--- src/hw/rtl/ipls_pkg.sv ---
// ---------------------------------------------------------------------------
// Idle power ladder sequencer package
// Shared types and codes for the ladder sequencer and its threshold unit.
// ---------------------------------------------------------------------------
`default_nettype none

package ipls_pkg;

  localparam int unsigned TimeW    = 32;
  localparam int unsigned CfgIdxW  = 3;
  localparam int unsigned CfgDataW = 32;

  // Configuration register indexes.
  localparam logic [CfgIdxW-1:0] CFG_DIM_AFTER    = 3'd0;
  localparam logic [CfgIdxW-1:0] CFG_IDLE_AFTER   = 3'd1;
  localparam logic [CfgIdxW-1:0] CFG_SLEEP_AFTER  = 3'd2;
  localparam logic [CfgIdxW-1:0] CFG_FRAME_CAP    = 3'd3;
  localparam logic [CfgIdxW-1:0] CFG_IDLE_SLICE   = 3'd4;
  localparam logic [CfgIdxW-1:0] CFG_SLEEP_SLICE  = 3'd5;

  // Ladder rungs.
  localparam logic [1:0] RUNG_ACTIVE = 2'd0;
  localparam logic [1:0] RUNG_DIM    = 2'd1;
  localparam logic [1:0] RUNG_IDLE   = 2'd2;
  localparam logic [1:0] RUNG_SLEEP  = 2'd3;

  // Hook actions carried by a result beat.
  typedef enum logic [2:0] {
    ACT_NONE      = 3'd0,
    ACT_DIM_ON    = 3'd1,
    ACT_RADIO_REL = 3'd2,
    ACT_PANEL_OFF = 3'd3,
    ACT_SAVE      = 3'd4,
    ACT_PANEL_ON  = 3'd5,
    ACT_DIM_OFF   = 3'd6
  } action_e;

  // Which threshold the shared comparator looks at.
  typedef enum logic [1:0] {
    SEL_SLEEP = 2'd0,
    SEL_IDLE  = 2'd1,
    SEL_DIM   = 2'd2
  } cmp_sel_e;

  typedef enum logic [1:0] {
    ST_IDLE = 2'd0,
    ST_CMP  = 2'd1,
    ST_EMIT = 2'd2
  } state_e;

  // The three thresholds handed to the comparator as one group.
  typedef struct packed {
    logic [TimeW-1:0] sleep_after;
    logic [TimeW-1:0] idle_after;
    logic [TimeW-1:0] dim_after;
  } thresh_t;

endpackage

`default_nettype wire

--- src/hw/rtl/ipls_cmp.sv ---
// ---------------------------------------------------------------------------
// Idle power ladder threshold comparator
// One unsigned greater-or-equal compare, shared over the three thresholds.
// ---------------------------------------------------------------------------
`default_nettype none

module ipls_cmp (
  input  wire logic [ipls_pkg::TimeW-1:0] time_i,
  input  wire ipls_pkg::thresh_t          thresh_i,
  input  wire ipls_pkg::cmp_sel_e         sel_i,
  output logic                            ge_o
);

  logic [ipls_pkg::TimeW-1:0] limit;

  always_comb begin
    case (sel_i)
      ipls_pkg::SEL_SLEEP: limit = thresh_i.sleep_after;
      ipls_pkg::SEL_IDLE:  limit = thresh_i.idle_after;
      ipls_pkg::SEL_DIM:   limit = thresh_i.dim_after;
      default:             limit = thresh_i.dim_after;
    endcase
  end

  assign ge_o = (time_i >= limit);

endmodule

`default_nettype wire

--- src/hw/rtl/idle_power_ladder_sequencer.sv ---
// ---------------------------------------------------------------------------
// Idle power ladder sequencer
// Picks a target power rung from the idle time and walks the ladder towards
// it, giving one result beat per hook action (one no-action beat if none).
// ---------------------------------------------------------------------------
// Usage:
// The input channel takes one service beat (idle time, radio hold flag and
// wanted frame rate). in_stall_o is high from the accepting edge until the
// last result beat of that item has been taken, so one item is in flight.
// After acceptance a single shared comparator checks the sleep, idle and dim
// thresholds in that order, one per cycle, stopping at the first that is
// reached. Then one to four result beats follow, one per cycle while the
// receiver does not stall; the last carries last_of_run_o. Time from acceptance
// until in_stall_o falls depends on the compares (at most three), the beats
// (at most four) and receiver stalls. When the receiver stalls the current
// result beat holds unchanged and the sequencer waits. Reset returns the
// ladder to the active rung and loads the default thresholds, frame cap and
// slices. Configuration is written through cfg_we_i, cfg_idx_i and
// cfg_wdata_i; the user must write it only while the block is idle, which the
// block itself does not enforce. Indexes beyond the register list are ignored.
// ---------------------------------------------------------------------------
`default_nettype none

module idle_power_ladder_sequencer #(
  parameter int unsigned TIME_BITS = 32
) (
  input  wire logic                              clk_i,
  input  wire logic                              rst_ni,
  // Configuration write port
  input  wire logic                              cfg_we_i,
  input  wire logic [ipls_pkg::CfgIdxW-1:0]      cfg_idx_i,
  input  wire logic [ipls_pkg::CfgDataW-1:0]     cfg_wdata_i,
  // Service item channel
  input  wire logic                              in_valid_i,
  output logic                                   in_stall_o,
  input  wire logic [31:0]                       idle_time_ms_i,
  input  wire logic                              radio_held_i,
  input  wire logic [7:0]                        wanted_fps_i,
  // Result channel
  output logic                                   out_valid_o,
  input  wire logic                              out_stall_i,
  output logic [2:0]                             action_o,
  output logic [1:0]                             ladder_rung_o,
  output logic [7:0]                             frame_rate_o,
  output logic [15:0]                            cpu_slice_ms_o,
  output logic                                   last_of_run_o
);

  // Only the low TIME_BITS bits of the idle time take part in the compare.
  localparam logic [31:0] TimeMask =
    (TIME_BITS >= 32) ? 32'hFFFF_FFFF : ((32'd1 << TIME_BITS) - 32'd1);

  // First hook action of a run from rung s towards rung w.
  function automatic ipls_pkg::action_e first_act(logic [1:0] s, logic [1:0] w);
    ipls_pkg::action_e a;
    a = ipls_pkg::ACT_NONE;
    if (w > s) begin
      if (s == ipls_pkg::RUNG_ACTIVE) begin
        a = ipls_pkg::ACT_DIM_ON;
      end else if (s == ipls_pkg::RUNG_DIM) begin
        a = ipls_pkg::ACT_RADIO_REL;
      end
    end else if (w < s) begin
      if (s >= ipls_pkg::RUNG_IDLE) begin
        if (w <= ipls_pkg::RUNG_DIM) begin
          a = ipls_pkg::ACT_PANEL_ON;
        end
      end else begin
        a = ipls_pkg::ACT_DIM_OFF;
      end
    end
    return a;
  endfunction

  // Action that follows a within the same run, towards rung w.
  function automatic ipls_pkg::action_e next_act(ipls_pkg::action_e a, logic [1:0] w);
    ipls_pkg::action_e n;
    n = ipls_pkg::ACT_NONE;
    case (a)
      ipls_pkg::ACT_DIM_ON:    n = (w >= ipls_pkg::RUNG_IDLE) ? ipls_pkg::ACT_RADIO_REL
                                                            : ipls_pkg::ACT_NONE;
      ipls_pkg::ACT_RADIO_REL: n = ipls_pkg::ACT_PANEL_OFF;
      ipls_pkg::ACT_PANEL_OFF: n = ipls_pkg::ACT_SAVE;
      ipls_pkg::ACT_PANEL_ON:  n = (w == ipls_pkg::RUNG_ACTIVE) ? ipls_pkg::ACT_DIM_OFF
                                                              : ipls_pkg::ACT_NONE;
      default:                 n = ipls_pkg::ACT_NONE;
    endcase
    return n;
  endfunction

  // Rung reached by the step an action belongs to.
  function automatic logic [1:0] act_rung(ipls_pkg::action_e a, logic [1:0] w);
    logic [1:0] r;
    case (a)
      ipls_pkg::ACT_DIM_ON:    r = ipls_pkg::RUNG_DIM;
      ipls_pkg::ACT_RADIO_REL: r = ipls_pkg::RUNG_IDLE;
      ipls_pkg::ACT_PANEL_OFF: r = ipls_pkg::RUNG_IDLE;
      ipls_pkg::ACT_SAVE:      r = ipls_pkg::RUNG_IDLE;
      ipls_pkg::ACT_PANEL_ON:  r = ipls_pkg::RUNG_DIM;
      ipls_pkg::ACT_DIM_OFF:   r = ipls_pkg::RUNG_ACTIVE;
      default:                 r = w;
    endcase
    return r;
  endfunction

  // Configuration registers.
  logic [31:0] dim_after_q, idle_after_q, sleep_after_q;
  logic [7:0]  frame_cap_q;
  logic [15:0] idle_slice_q, sleep_slice_q;

  // Sequencer control.
  ipls_pkg::state_e   state_q, state_d;
  ipls_pkg::cmp_sel_e sel_q, sel_d;
  ipls_pkg::action_e  act_q, act_d;
  logic [1:0]         cur_rung_q, cur_rung_d;
  logic [1:0]         want_q, want_d;

  // Captured item.
  logic [31:0] time_q;
  logic        held_q;
  logic [7:0]  fps_q;

  logic              in_acc, out_acc, ge, cmp_done;
  logic [1:0]        tgt;
  ipls_pkg::action_e nxt_act;
  ipls_pkg::thresh_t thresh;

  assign in_acc  = in_valid_i && !in_stall_o;
  assign out_acc = out_valid_o && !out_stall_i;

  assign thresh.sleep_after = sleep_after_q;
  assign thresh.idle_after  = idle_after_q;
  assign thresh.dim_after   = dim_after_q;

  ipls_cmp u_cmp (
    .time_i   (time_q),
    .thresh_i (thresh),
    .sel_i    (sel_q),
    .ge_o     (ge)
  );

  // The compare sequence ends at the first threshold reached, or after dim.
  assign cmp_done = ge || (sel_q == ipls_pkg::SEL_DIM);

  always_comb begin
    tgt = ipls_pkg::RUNG_ACTIVE;
    if (ge) begin
      case (sel_q)
        ipls_pkg::SEL_SLEEP: tgt = ipls_pkg::RUNG_SLEEP;
        ipls_pkg::SEL_IDLE:  tgt = ipls_pkg::RUNG_IDLE;
        default:             tgt = ipls_pkg::RUNG_DIM;
      endcase
    end
    // A held radio job keeps the ladder at dim at most.
    if (held_q && tgt > ipls_pkg::RUNG_DIM) begin
      tgt = ipls_pkg::RUNG_DIM;
    end
  end

  assign nxt_act = next_act(act_q, want_q);

  // Next state.
  always_comb begin
    state_d = state_q;
    case (state_q)
      ipls_pkg::ST_IDLE: begin
        if (in_acc) begin
          state_d = ipls_pkg::ST_CMP;
        end
      end
      ipls_pkg::ST_CMP: begin
        if (cmp_done) begin
          state_d = ipls_pkg::ST_EMIT;
        end
      end
      ipls_pkg::ST_EMIT: begin
        if (out_acc && nxt_act == ipls_pkg::ACT_NONE) begin
          state_d = ipls_pkg::ST_IDLE;
        end
      end
      default: state_d = ipls_pkg::ST_IDLE;
    endcase
  end

  // Datapath updates and outputs.
  always_comb begin
    sel_d      = sel_q;
    act_d      = act_q;
    want_d     = want_q;
    cur_rung_d = cur_rung_q;
    case (state_q)
      ipls_pkg::ST_IDLE: begin
        sel_d = ipls_pkg::SEL_SLEEP;
      end
      ipls_pkg::ST_CMP: begin
        if (cmp_done) begin
          want_d = tgt;
          act_d  = first_act(cur_rung_q, tgt);
        end else if (sel_q == ipls_pkg::SEL_SLEEP) begin
          sel_d = ipls_pkg::SEL_IDLE;
        end else begin
          sel_d = ipls_pkg::SEL_DIM;
        end
      end
      ipls_pkg::ST_EMIT: begin
        if (out_acc) begin
          act_d = nxt_act;
          if (nxt_act == ipls_pkg::ACT_NONE) begin
            cur_rung_d = want_q;
          end
        end
      end
      default: begin
        sel_d = ipls_pkg::SEL_SLEEP;
      end
    endcase
  end

  assign in_stall_o    = (state_q != ipls_pkg::ST_IDLE);
  assign out_valid_o   = (state_q == ipls_pkg::ST_EMIT);
  assign action_o      = act_q;
  assign last_of_run_o = (nxt_act == ipls_pkg::ACT_NONE);
  // The last beat always shows the final rung, which folds in a silent step.
  assign ladder_rung_o = last_of_run_o ? want_q : act_rung(act_q, want_q);
  assign frame_rate_o  = (want_q >= ipls_pkg::RUNG_IDLE && fps_q > frame_cap_q) ?
                         frame_cap_q : fps_q;
  always_comb begin
    case (want_q)
      ipls_pkg::RUNG_IDLE:  cpu_slice_ms_o = idle_slice_q;
      ipls_pkg::RUNG_SLEEP: cpu_slice_ms_o = sleep_slice_q;
      default:              cpu_slice_ms_o = 16'd0;
    endcase
  end

  always_ff @(posedge clk_i or negedge rst_ni) begin
    if (!rst_ni) begin
      state_q       <= ipls_pkg::ST_IDLE;
      sel_q         <= ipls_pkg::SEL_SLEEP;
      act_q         <= ipls_pkg::ACT_NONE;
      want_q        <= ipls_pkg::RUNG_ACTIVE;
      cur_rung_q    <= ipls_pkg::RUNG_ACTIVE;
      dim_after_q   <= 32'd15000;
      idle_after_q  <= 32'd30000;
      sleep_after_q <= 32'd120000;
      frame_cap_q   <= 8'd10;
      idle_slice_q  <= 16'd50;
      sleep_slice_q <= 16'd200;
    end else begin
      state_q    <= state_d;
      sel_q      <= sel_d;
      act_q      <= act_d;
      want_q     <= want_d;
      cur_rung_q <= cur_rung_d;
      if (cfg_we_i) begin
        case (cfg_idx_i)
          ipls_pkg::CFG_DIM_AFTER:   dim_after_q   <= cfg_wdata_i;
          ipls_pkg::CFG_IDLE_AFTER:  idle_after_q  <= cfg_wdata_i;
          ipls_pkg::CFG_SLEEP_AFTER: sleep_after_q <= cfg_wdata_i;
          ipls_pkg::CFG_FRAME_CAP:   frame_cap_q   <= cfg_wdata_i[7:0];
          ipls_pkg::CFG_IDLE_SLICE:  idle_slice_q  <= cfg_wdata_i[15:0];
          ipls_pkg::CFG_SLEEP_SLICE: sleep_slice_q <= cfg_wdata_i[15:0];
          default: ;
        endcase
      end
    end
  end

  // Item capture, no reset needed.
  always_ff @(posedge clk_i) begin
    if (in_acc) begin
      time_q <= idle_time_ms_i & TimeMask;
      held_q <= radio_held_i;
      fps_q  <= wanted_fps_i;
    end
  end

  // A taken last beat commits the target as the new current rung.
  assert property (@(posedge clk_i) disable iff (!rst_ni)
    out_acc && last_of_run_o |=> cur_rung_q == $past(want_q))
    else $error("ladder rung not committed after last beat");

  // An accepted item always starts the compare at the sleep threshold.
  assert property (@(posedge clk_i) disable iff (!rst_ni)
    in_acc |=> state_q == ipls_pkg::ST_CMP && sel_q == ipls_pkg::SEL_SLEEP)
    else $error("compare sequence did not start at sleep threshold");

  // A beat without an action closes its run.
  assert property (@(posedge clk_i) disable iff (!rst_ni)
    out_valid_o && action_o == ipls_pkg::ACT_NONE |-> last_of_run_o)
    else $error("no-action beat not last of run");

  // A radio hold never lets the target pass the dim rung.
  assert property (@(posedge clk_i) disable iff (!rst_ni)
    out_valid_o && held_q |-> want_q <= ipls_pkg::RUNG_DIM)
    else $error("radio hold ignored");

  // The current rung only moves on the last beat of a run.
  assert property (@(posedge clk_i) disable iff (!rst_ni)
    cur_rung_q != $past(cur_rung_q) |-> $past(out_acc && last_of_run_o))
    else $error("rung changed outside a run end");

endmodule

`default_nettype wire
--- config.mk ---
export PLATFORM = sky130hd
export DESIGN_NAME = idle_power_ladder_sequencer
export DESIGN_NICKNAME = d
export VERILOG_FILES = /design/src/hw/rtl/ipls_pkg.sv /design/src/hw/rtl/ipls_cmp.sv /design/src/hw/rtl/idle_power_ladder_sequencer.sv
export SDC_FILE = /design/constraint.sdc
export NUM_CORES = 1
export LEC_CHECK = 0
export BUFFER_PORTS_ARGS = -buffer_cell sky130_fd_sc_hd__buf_4
export CORE_UTILIZATION = 55
export CTS_BUF_LIST = sky130_fd_sc_hd__clkbuf_2
export DETAILED_ROUTE_END_ITERATION = 6
export PLACE_DENSITY = 0.8
export REMOVE_ABC_BUFFERS = 1
export SYNTH_ARGS = -nofsm -noshare
export SYNTH_HDL_FRONTEND = slang
export SYNTH_SLANG_ARGS = --single-unit
--- constraint.sdc ---
create_clock -name clk_i -period 5.15 [get_ports clk_i]
set_input_delay 0.515 -clock clk_i [delete_from_list [all_inputs] [get_ports clk_i]]
set_output_delay 0.515 -clock clk_i [all_outputs]
set_load 0.02 [all_outputs]
---- Yosys cells after proc, flatten, opt, wreduce, memory -nomap -nowiden ----
Cells that the tools add are included.
word-level totals
  register bits ........................... 188
  bits in latches ......................... 0
  bits in writable memories ............... 0
  ROM bits ................................ 0
  input port bits ......................... 81
  output and inout port bits .............. 32
  logic and storage cells ................. 102
  memories kept ........................... 0
operators by class
  add/subtract/negate cells ............... 0
  $mul .................................... 0
  div/mod/pow operators ................... 0
  magnitude comparators ................... 8
  equality and inequality tests ........... 23
  shift operators ......................... 0
  mux-type cells .......................... 27
  bitwise gates (word level) .............. 1
  reductions and logical operators ........ 29
operator list
  cell                                                                     count
  32-bit one-hot mux with 2 select lines                                   1
  32-bit greater-or-equal comparator                                       1
  16-bit one-hot mux with 2 select lines                                   1
  2-bit two-way mux                                                        11
  3-bit two-way mux                                                        7
  2-bit AND reduction                                                      8
  3-bit equality test, second input constant                               5
  3-bit by 2-bit equality test with 1-bit output, second input constant    4
  2-bit one-hot mux with 3 select lines                                    2
  3-bit one-hot mux with 4 select lines                                    1
  3-bit AND reduction                                                      3
  2-bit equality test, second input constant                               4
  8-bit > comparator                                                       1
  2-bit zero test                                                          4
  8-bit two-way mux                                                        1
  2-bit one-hot mux with 2 select lines                                    2
  2-bit by 1-bit equality test with 1-bit output, second input constant    3
  3-bit by 1-bit equality test with 1-bit output, second input constant    2
  3-bit zero test                                                          2
  2-bit inequality test, second input constant                             3
  3-bit one-hot mux with 2 select lines                                    1
  1-bit logical AND                                                        5
  2-bit greater-or-equal comparator, second input constant                 2
  2-bit by 1-bit inequality test with 1-bit output, second input constant  2
  10 further kinds                                                         12

---- Logic depth before layout (Yosys ltp) ----
  depth in word-level cells ............... 14
  mapped depth ............................ 21
  depth with buffers taken out ............ 18

---- By module ----
Synthesis repeated with hierarchy kept, for this count alone.
second synthesis, totals
  cell total of the unflattened synthesis .. 676
  area, all modules ....................... 9076.2 um2
modules (own cells, without submodules)
  module                       instances  cells an instance  area an instance (um2)  seq. area each (um2)
  idle_power_ladder_sequencer  1          491                7746.2                  4946.0
  ipls_cmp                     1          185                1330.0                  0.0

---- Worst setup path after synthesis ----
OpenSTA, ideal clock, no wires.
  path type ............................... reg2reg
  start point ............................. reg sel_q[0]
  end point ............................... reg act_q[1] (netlist: action_o[1])
  library setup time ...................... 0.078 ns
  data arrival time ....................... 3.929 ns
  required time ........................... 5.072 ns
  slack ................................... 1.143 ns
  stages on the path, launching flop included .. 20
  buffers on the path ..................... 3
  clock period less this slack ............ 4.007 ns
  path through ............................ dfrtp_1 > clkbuf_1 > buf_2 > mux2i_1 > nor2_1 > a21oi_1 > ha_1 > a211o_1 > a31oi_1 > o31ai_1 > a211o_1 > a21oi_2 > buf_6 > nor3_1 > ha_1 > a21oi_1 > a21oi_1 > o31ai_1 > o311ai_0 > a21boi_1
between the ends
  word-level cells in the longest chain between the ends .. 12
  elaborated cells on any way between the ends .. 19
  classes of those cells .................. order compare (4); eq/ne (3); mux (8); reduce/logical (4)
RTL lines
  item                                                                               line                                                text
  from (decl)                                                                        idle_power_ladder_sequencer.sv:113                  ipls_pkg::cmp_sel_e sel_q, sel_d;
  from (signal assigned)                                                             idle_power_ladder_sequencer.sv:238                  sel_q <= ipls_pkg::SEL_SLEEP;
  from (signal assigned)                                                             idle_power_ladder_sequencer.sv:250                  sel_q <= sel_d;
  2-bit by 1-bit equality test with 1-bit output or 2-bit zero test (tied branches)  ipls_cmp.sv:17, idle_power_ladder_sequencer.sv:148
  32-bit one-hot mux with 2 select lines                                             ipls_cmp.sv:17                                      case (sel_i)
  32-bit greater-or-equal comparator                                                 ipls_cmp.sv:25                                      assign ge_o = (time_i >= limit);
  2-bit two-way mux *                                                                idle_power_ladder_sequencer.sv:147                  if (ge) begin
  2-bit by 1-bit > comparator with 1-bit output                                      idle_power_ladder_sequencer.sv:155                  if (held_q && tgt > ipls_pkg::RUNG_DIM) begin
  1-bit logical AND                                                                  idle_power_ladder_sequencer.sv:155
  2-bit two-way mux *                                                                idle_power_ladder_sequencer.sv:155
  net tgt[1]                                                                         idle_power_ladder_sequencer.sv:124                  logic [1:0] tgt;
  2-bit less-than comparator                                                         idle_power_ladder_sequencer.sv:63                   end else if (w < s) begin
  3-bit two-way mux                                                                  idle_power_ladder_sequencer.sv:63
  3-bit two-way mux *                                                                idle_power_ladder_sequencer.sv:57                   if (w > s) begin
  3-bit two-way mux *                                                                idle_power_ladder_sequencer.sv:196                  if (cmp_done) begin
  3-bit one-hot mux with 2 select lines *                                            idle_power_ladder_sequencer.sv:191                  case (state_q)
  to (signal assigned)                                                               idle_power_ladder_sequencer.sv:239                  act_q <= ipls_pkg::ACT_NONE;
  to (signal assigned)                                                               idle_power_ladder_sequencer.sv:251                  act_q <= act_d;
  to (decl)                                                                          idle_power_ladder_sequencer.sv:114                  ipls_pkg::action_e act_q, act_d;
Mark *: on every way through the listed nets, which the timed path passes. The rest lies on a longest branch. The select of a mux whose other input is x is not followed.
A chain may end at the register's enable or synchronous reset.

---- Final worst setup path ----
  start point ............................. reg sel_q[1]
  end point ............................... reg act_q[1] (netlist: action_o[1])
The elaborated chain is that of the path after synthesis.

==> flow_metrics.env <==
export IMPL_tightest_slew_ps=1201
export IMPL_outcome="finished clean"
export IMPL_drive_gt1_frac=0.3855
export IMPL_cellLeakagePower_nw=4.802
export IMPL_post_cts_repair_setup_buffers=0
export IMPL_num_rows=46
export IMPL_max_freq_mhz=219.8
export IMPL_min_from="out_stall_i"
export IMPL_avgViaCountPerCell=5.663
export IMPL_worstPathArrival_ps=5220
export IMPL_grt_pass1_vias=6419
export IMPL_rsz0062_at_grt="no"
export IMPL_fillers=1158
export IMPL_routed_wl_mm=20.07
export IMPL_diodes=0
export IMPL_grt_pass1_wl_mm=32.12
export IMPL_layout_min_cycle_time_ps=4550
export IMPL_finalHoldViolCount=0
export IMPL_die_area_um2=16810
export IMPL_yosys_warnings=0
export IMPL_track_usage=0.2534
export IMPL_crit_path_start_kind="flip-flop"
export IMPL_gp_congestion=0.8826
export IMPL_ys_ff_latch=188
export IMPL_syn_inst=688
export IMPL_clk_pin_slew_ps=220
export IMPL_synth_largest_area_cell="dfrtp_1"
export IMPL_ioPinCount=113
export IMPL_synthMuxAreaShare=0.2414
export IMPL_slew_violations=0
export IMPL_globalRoute_totalOverflow=0
export IMPL_synth_top_cell_area_share=0.3295
export IMPL_clockRootBuffer="clkbuf_2"
export IMPL_ant_nets=0
export IMPL_synth_cell_types=50
export IMPL_hold_class="primary input to flip-flop"
export IMPL_path_max_fanout=58
export IMPL_crit_type="flip-flop to flip-flop"
export IMPL_nets=992
export IMPL_numCtsBuffers=17
export IMPL_drc_errors=0
export IMPL_syn_area_per_cell_um2=13.02
export IMPL_setup_violations=0
export IMPL_fp_dieW_um=129.6
export IMPL_grt_antenna_before_repair=0
export IMPL_firstDrtPassIters=5
export IMPL_post_dp_hpwl_mm=13.02
export IMPL_synthSimpleGateAreaFrac=0.05808
export IMPL_synth_fa_ha_area_frac=0.05864
export IMPL_clk_latency_ps=750
export IMPL_vias=6218
export IMPL_fp_coreArea_um2=15890
export IMPL_ctsLongestPathBuffers=2
export IMPL_fp_dieH_um=129.6
export IMPL_synth_top_family_by_area="multiplexers"
export IMPL_end_kind="flip-flop"
export IMPL_cts_tree="done"
export IMPL_wl_per_cell_um=18.27
export IMPL_synth_seq_area_share=0.5519
export IMPL_synth_compound_area_share=0.06507
export IMPL_ir_drop_mv=0.3585
export IMPL_cp_required_ps=5820
export IMPL_clkSinkCount=188
export IMPL_area_growth_pct=22.23
export IMPL_r2r_start="sel_q[1]"
export IMPL_slew_headroom=0.1951
export IMPL_synth_edf_count=41
export IMPL_cts_htree_levels=4
export IMPL_power_density_nw_per_um2=429.4
export IMPL_start_util=0.5641
export IMPL_total_power_w=0.004703
export IMPL_synth_area_um2=8961
export IMPL_skew_ps=30.93
export IMPL_synthXorXnorAreaFrac=0.0009774
export IMPL_grt_max_degree=112
export IMPL_portBuffers=112
export IMPL_final_setup_tns_ps=0
export IMPL_critPathLaunch="sel_q[1]"
export IMPL_async_flop_share=0.7819
export IMPL_first_iter_violations=326
export IMPL_synthFlopType="dfrtp_1"
export IMPL_maxCapViolations=0
export IMPL_yosys_top_cells_area="dfrtp_1, mux2_2, edfxtp_1"
export IMPL_min_period_over_period=0.8836
[repair_timing]
| item | CTS | global route |
|---|---|---|
| hold buffers | 74 | 0 |
| endpoints found under the hold margin | 263 | 0 |
| resized for setup | 0 | 0 |
[metrics by stage]
stage                 util  setup WS (ps)  hold slack (ps)  cell area, µm²  std cells
finish              0.6895          599.7            131.9           10950       1098
global route        0.6895          238.5            84.97           10950       1098
CTS                 0.6895          676.7            63.44           10950       1098
detailed placement  0.6304          775.8            494.7           10010        992
global placement    0.6304           1001            487.2           10010        992
floorplan                -          628.9            219.4            8815        655
[Yosys cell counts, drive strengths merged, types with 7 or more instances]
master and instances:
mux2 145, buf 18, nand2 20, nand3 7
nand4 7, a21oi 49, mux2i 53, inv 17
ha 42, dfstp 29, o21ai 13, dfrtp 118
nor2 61, a21o 7, clkbuf 15, edfxtp 41
[cells in the final DEF (no fill, tap or decap), drive strengths merged, types with 6 or more instances in the layout]
| master | n |
|---|---|
| clkbuf | 17 |
| ha | 42 |
| o21ai | 13 |
| inv | 22 |
| dfstp | 29 |
| nor2 | 61 |
| edfxtp | 41 |
| buf | 121 |
| nand4 | 7 |
| a21oi | 49 |
| mux2 | 145 |
| dlygate4sd3 | 74 |
| clkinv | 6 |
| nand3 | 7 |
| dfrtp | 118 |
| nand2 | 20 |
| a21o | 7 |
| mux2i | 53 |
[flip-flops by register name (all words and copies together) (netlist names), 8 cells and up]
name	flops
dim_after_q	32
fps_q	8
frame_cap_q	8
idle_after_q	32
idle_slice_q	16
sleep_after_q	32
sleep_slice_q	16
time_q	32
[kinds of logic (layout without fill, tap and decap cells)]
logic type / after synthesis / count (layout)
AOI/OAI and AO/OA: 93 / 93
adders and majority gates: 42 / 42
xor gates and xnor gates: 1 / 1
and+or+nand+nor: 115 / 115
DFF: 188 / 188
buffers and inverters: 51 / 245
muxes: 198 / 198
[path summary, 6_finish.rpt]
| kind | endpoint | slack, ps | depth (start not counted) |
|---|---|---|---|
| setup / recovery | action_o[1] | 600 | 14 |
| hold / removal | action_o[1] | 130 | 4 |
| setup reg to reg | action_o[1] | 600 | 14 |
| hold reg to reg | sleep_slice_q[12] | 540 | 1 |
| max in group asynchronous | idle_after_q[5] | 3630 | 3 |
| min in group asynchronous | sleep_after_q[28] | 380 | 2 |
[area by class of cell]
class / instances / area, µm² / share of cell area
inverter: 18 / 67.56 / 0.006169
timing repair buffer: 195 / 1653 / 0.1509
sequential: 188 / 4949 / 0.4518
clock inverter: 15 / 113.9 / 0.01040
tap: 216 / 270.3 / 0.02467
clock buffer: 17 / 85.08 / 0.007768
multi-input combinational: 449 / 3815 / 0.3483
[report_power, final]
group	internal (W)	switching (W)
combinational	0.000896	0.00102
sequential	0.00191	0.000228
clock	0.000132	0.000517
[metal layers]
| layer | wire length [µm] | vias to the layer above | GRT usage |
|---|---|---|---|
| met5 | 0 | - | 0 |
| met4 | 467 | 0 | 0.08960 |
| met3 | 907 | 34 | 0.04459 |
| met2 | 10370 | 173 | 0.4426 |
| met1 | 8324 | 3156 | 0.3172 |
| li1 | - | 2855 | - |
[worst max-delay path: stages, from the launching register on]
cell      delay, ps
dfrtp_2        1060
nor2_1          130
a21oi_1         210
ha_1            300
and4_1          220
a221oi_1        480
o31ai_2         180
a21oi_2         410
nor3_1           90
ha_1            330
a21oi_1         300
a21oi_1          90
o31ai_1         300
o311ai_0        170
a21boi_1        170
Power figures use the tool's default switching activity.
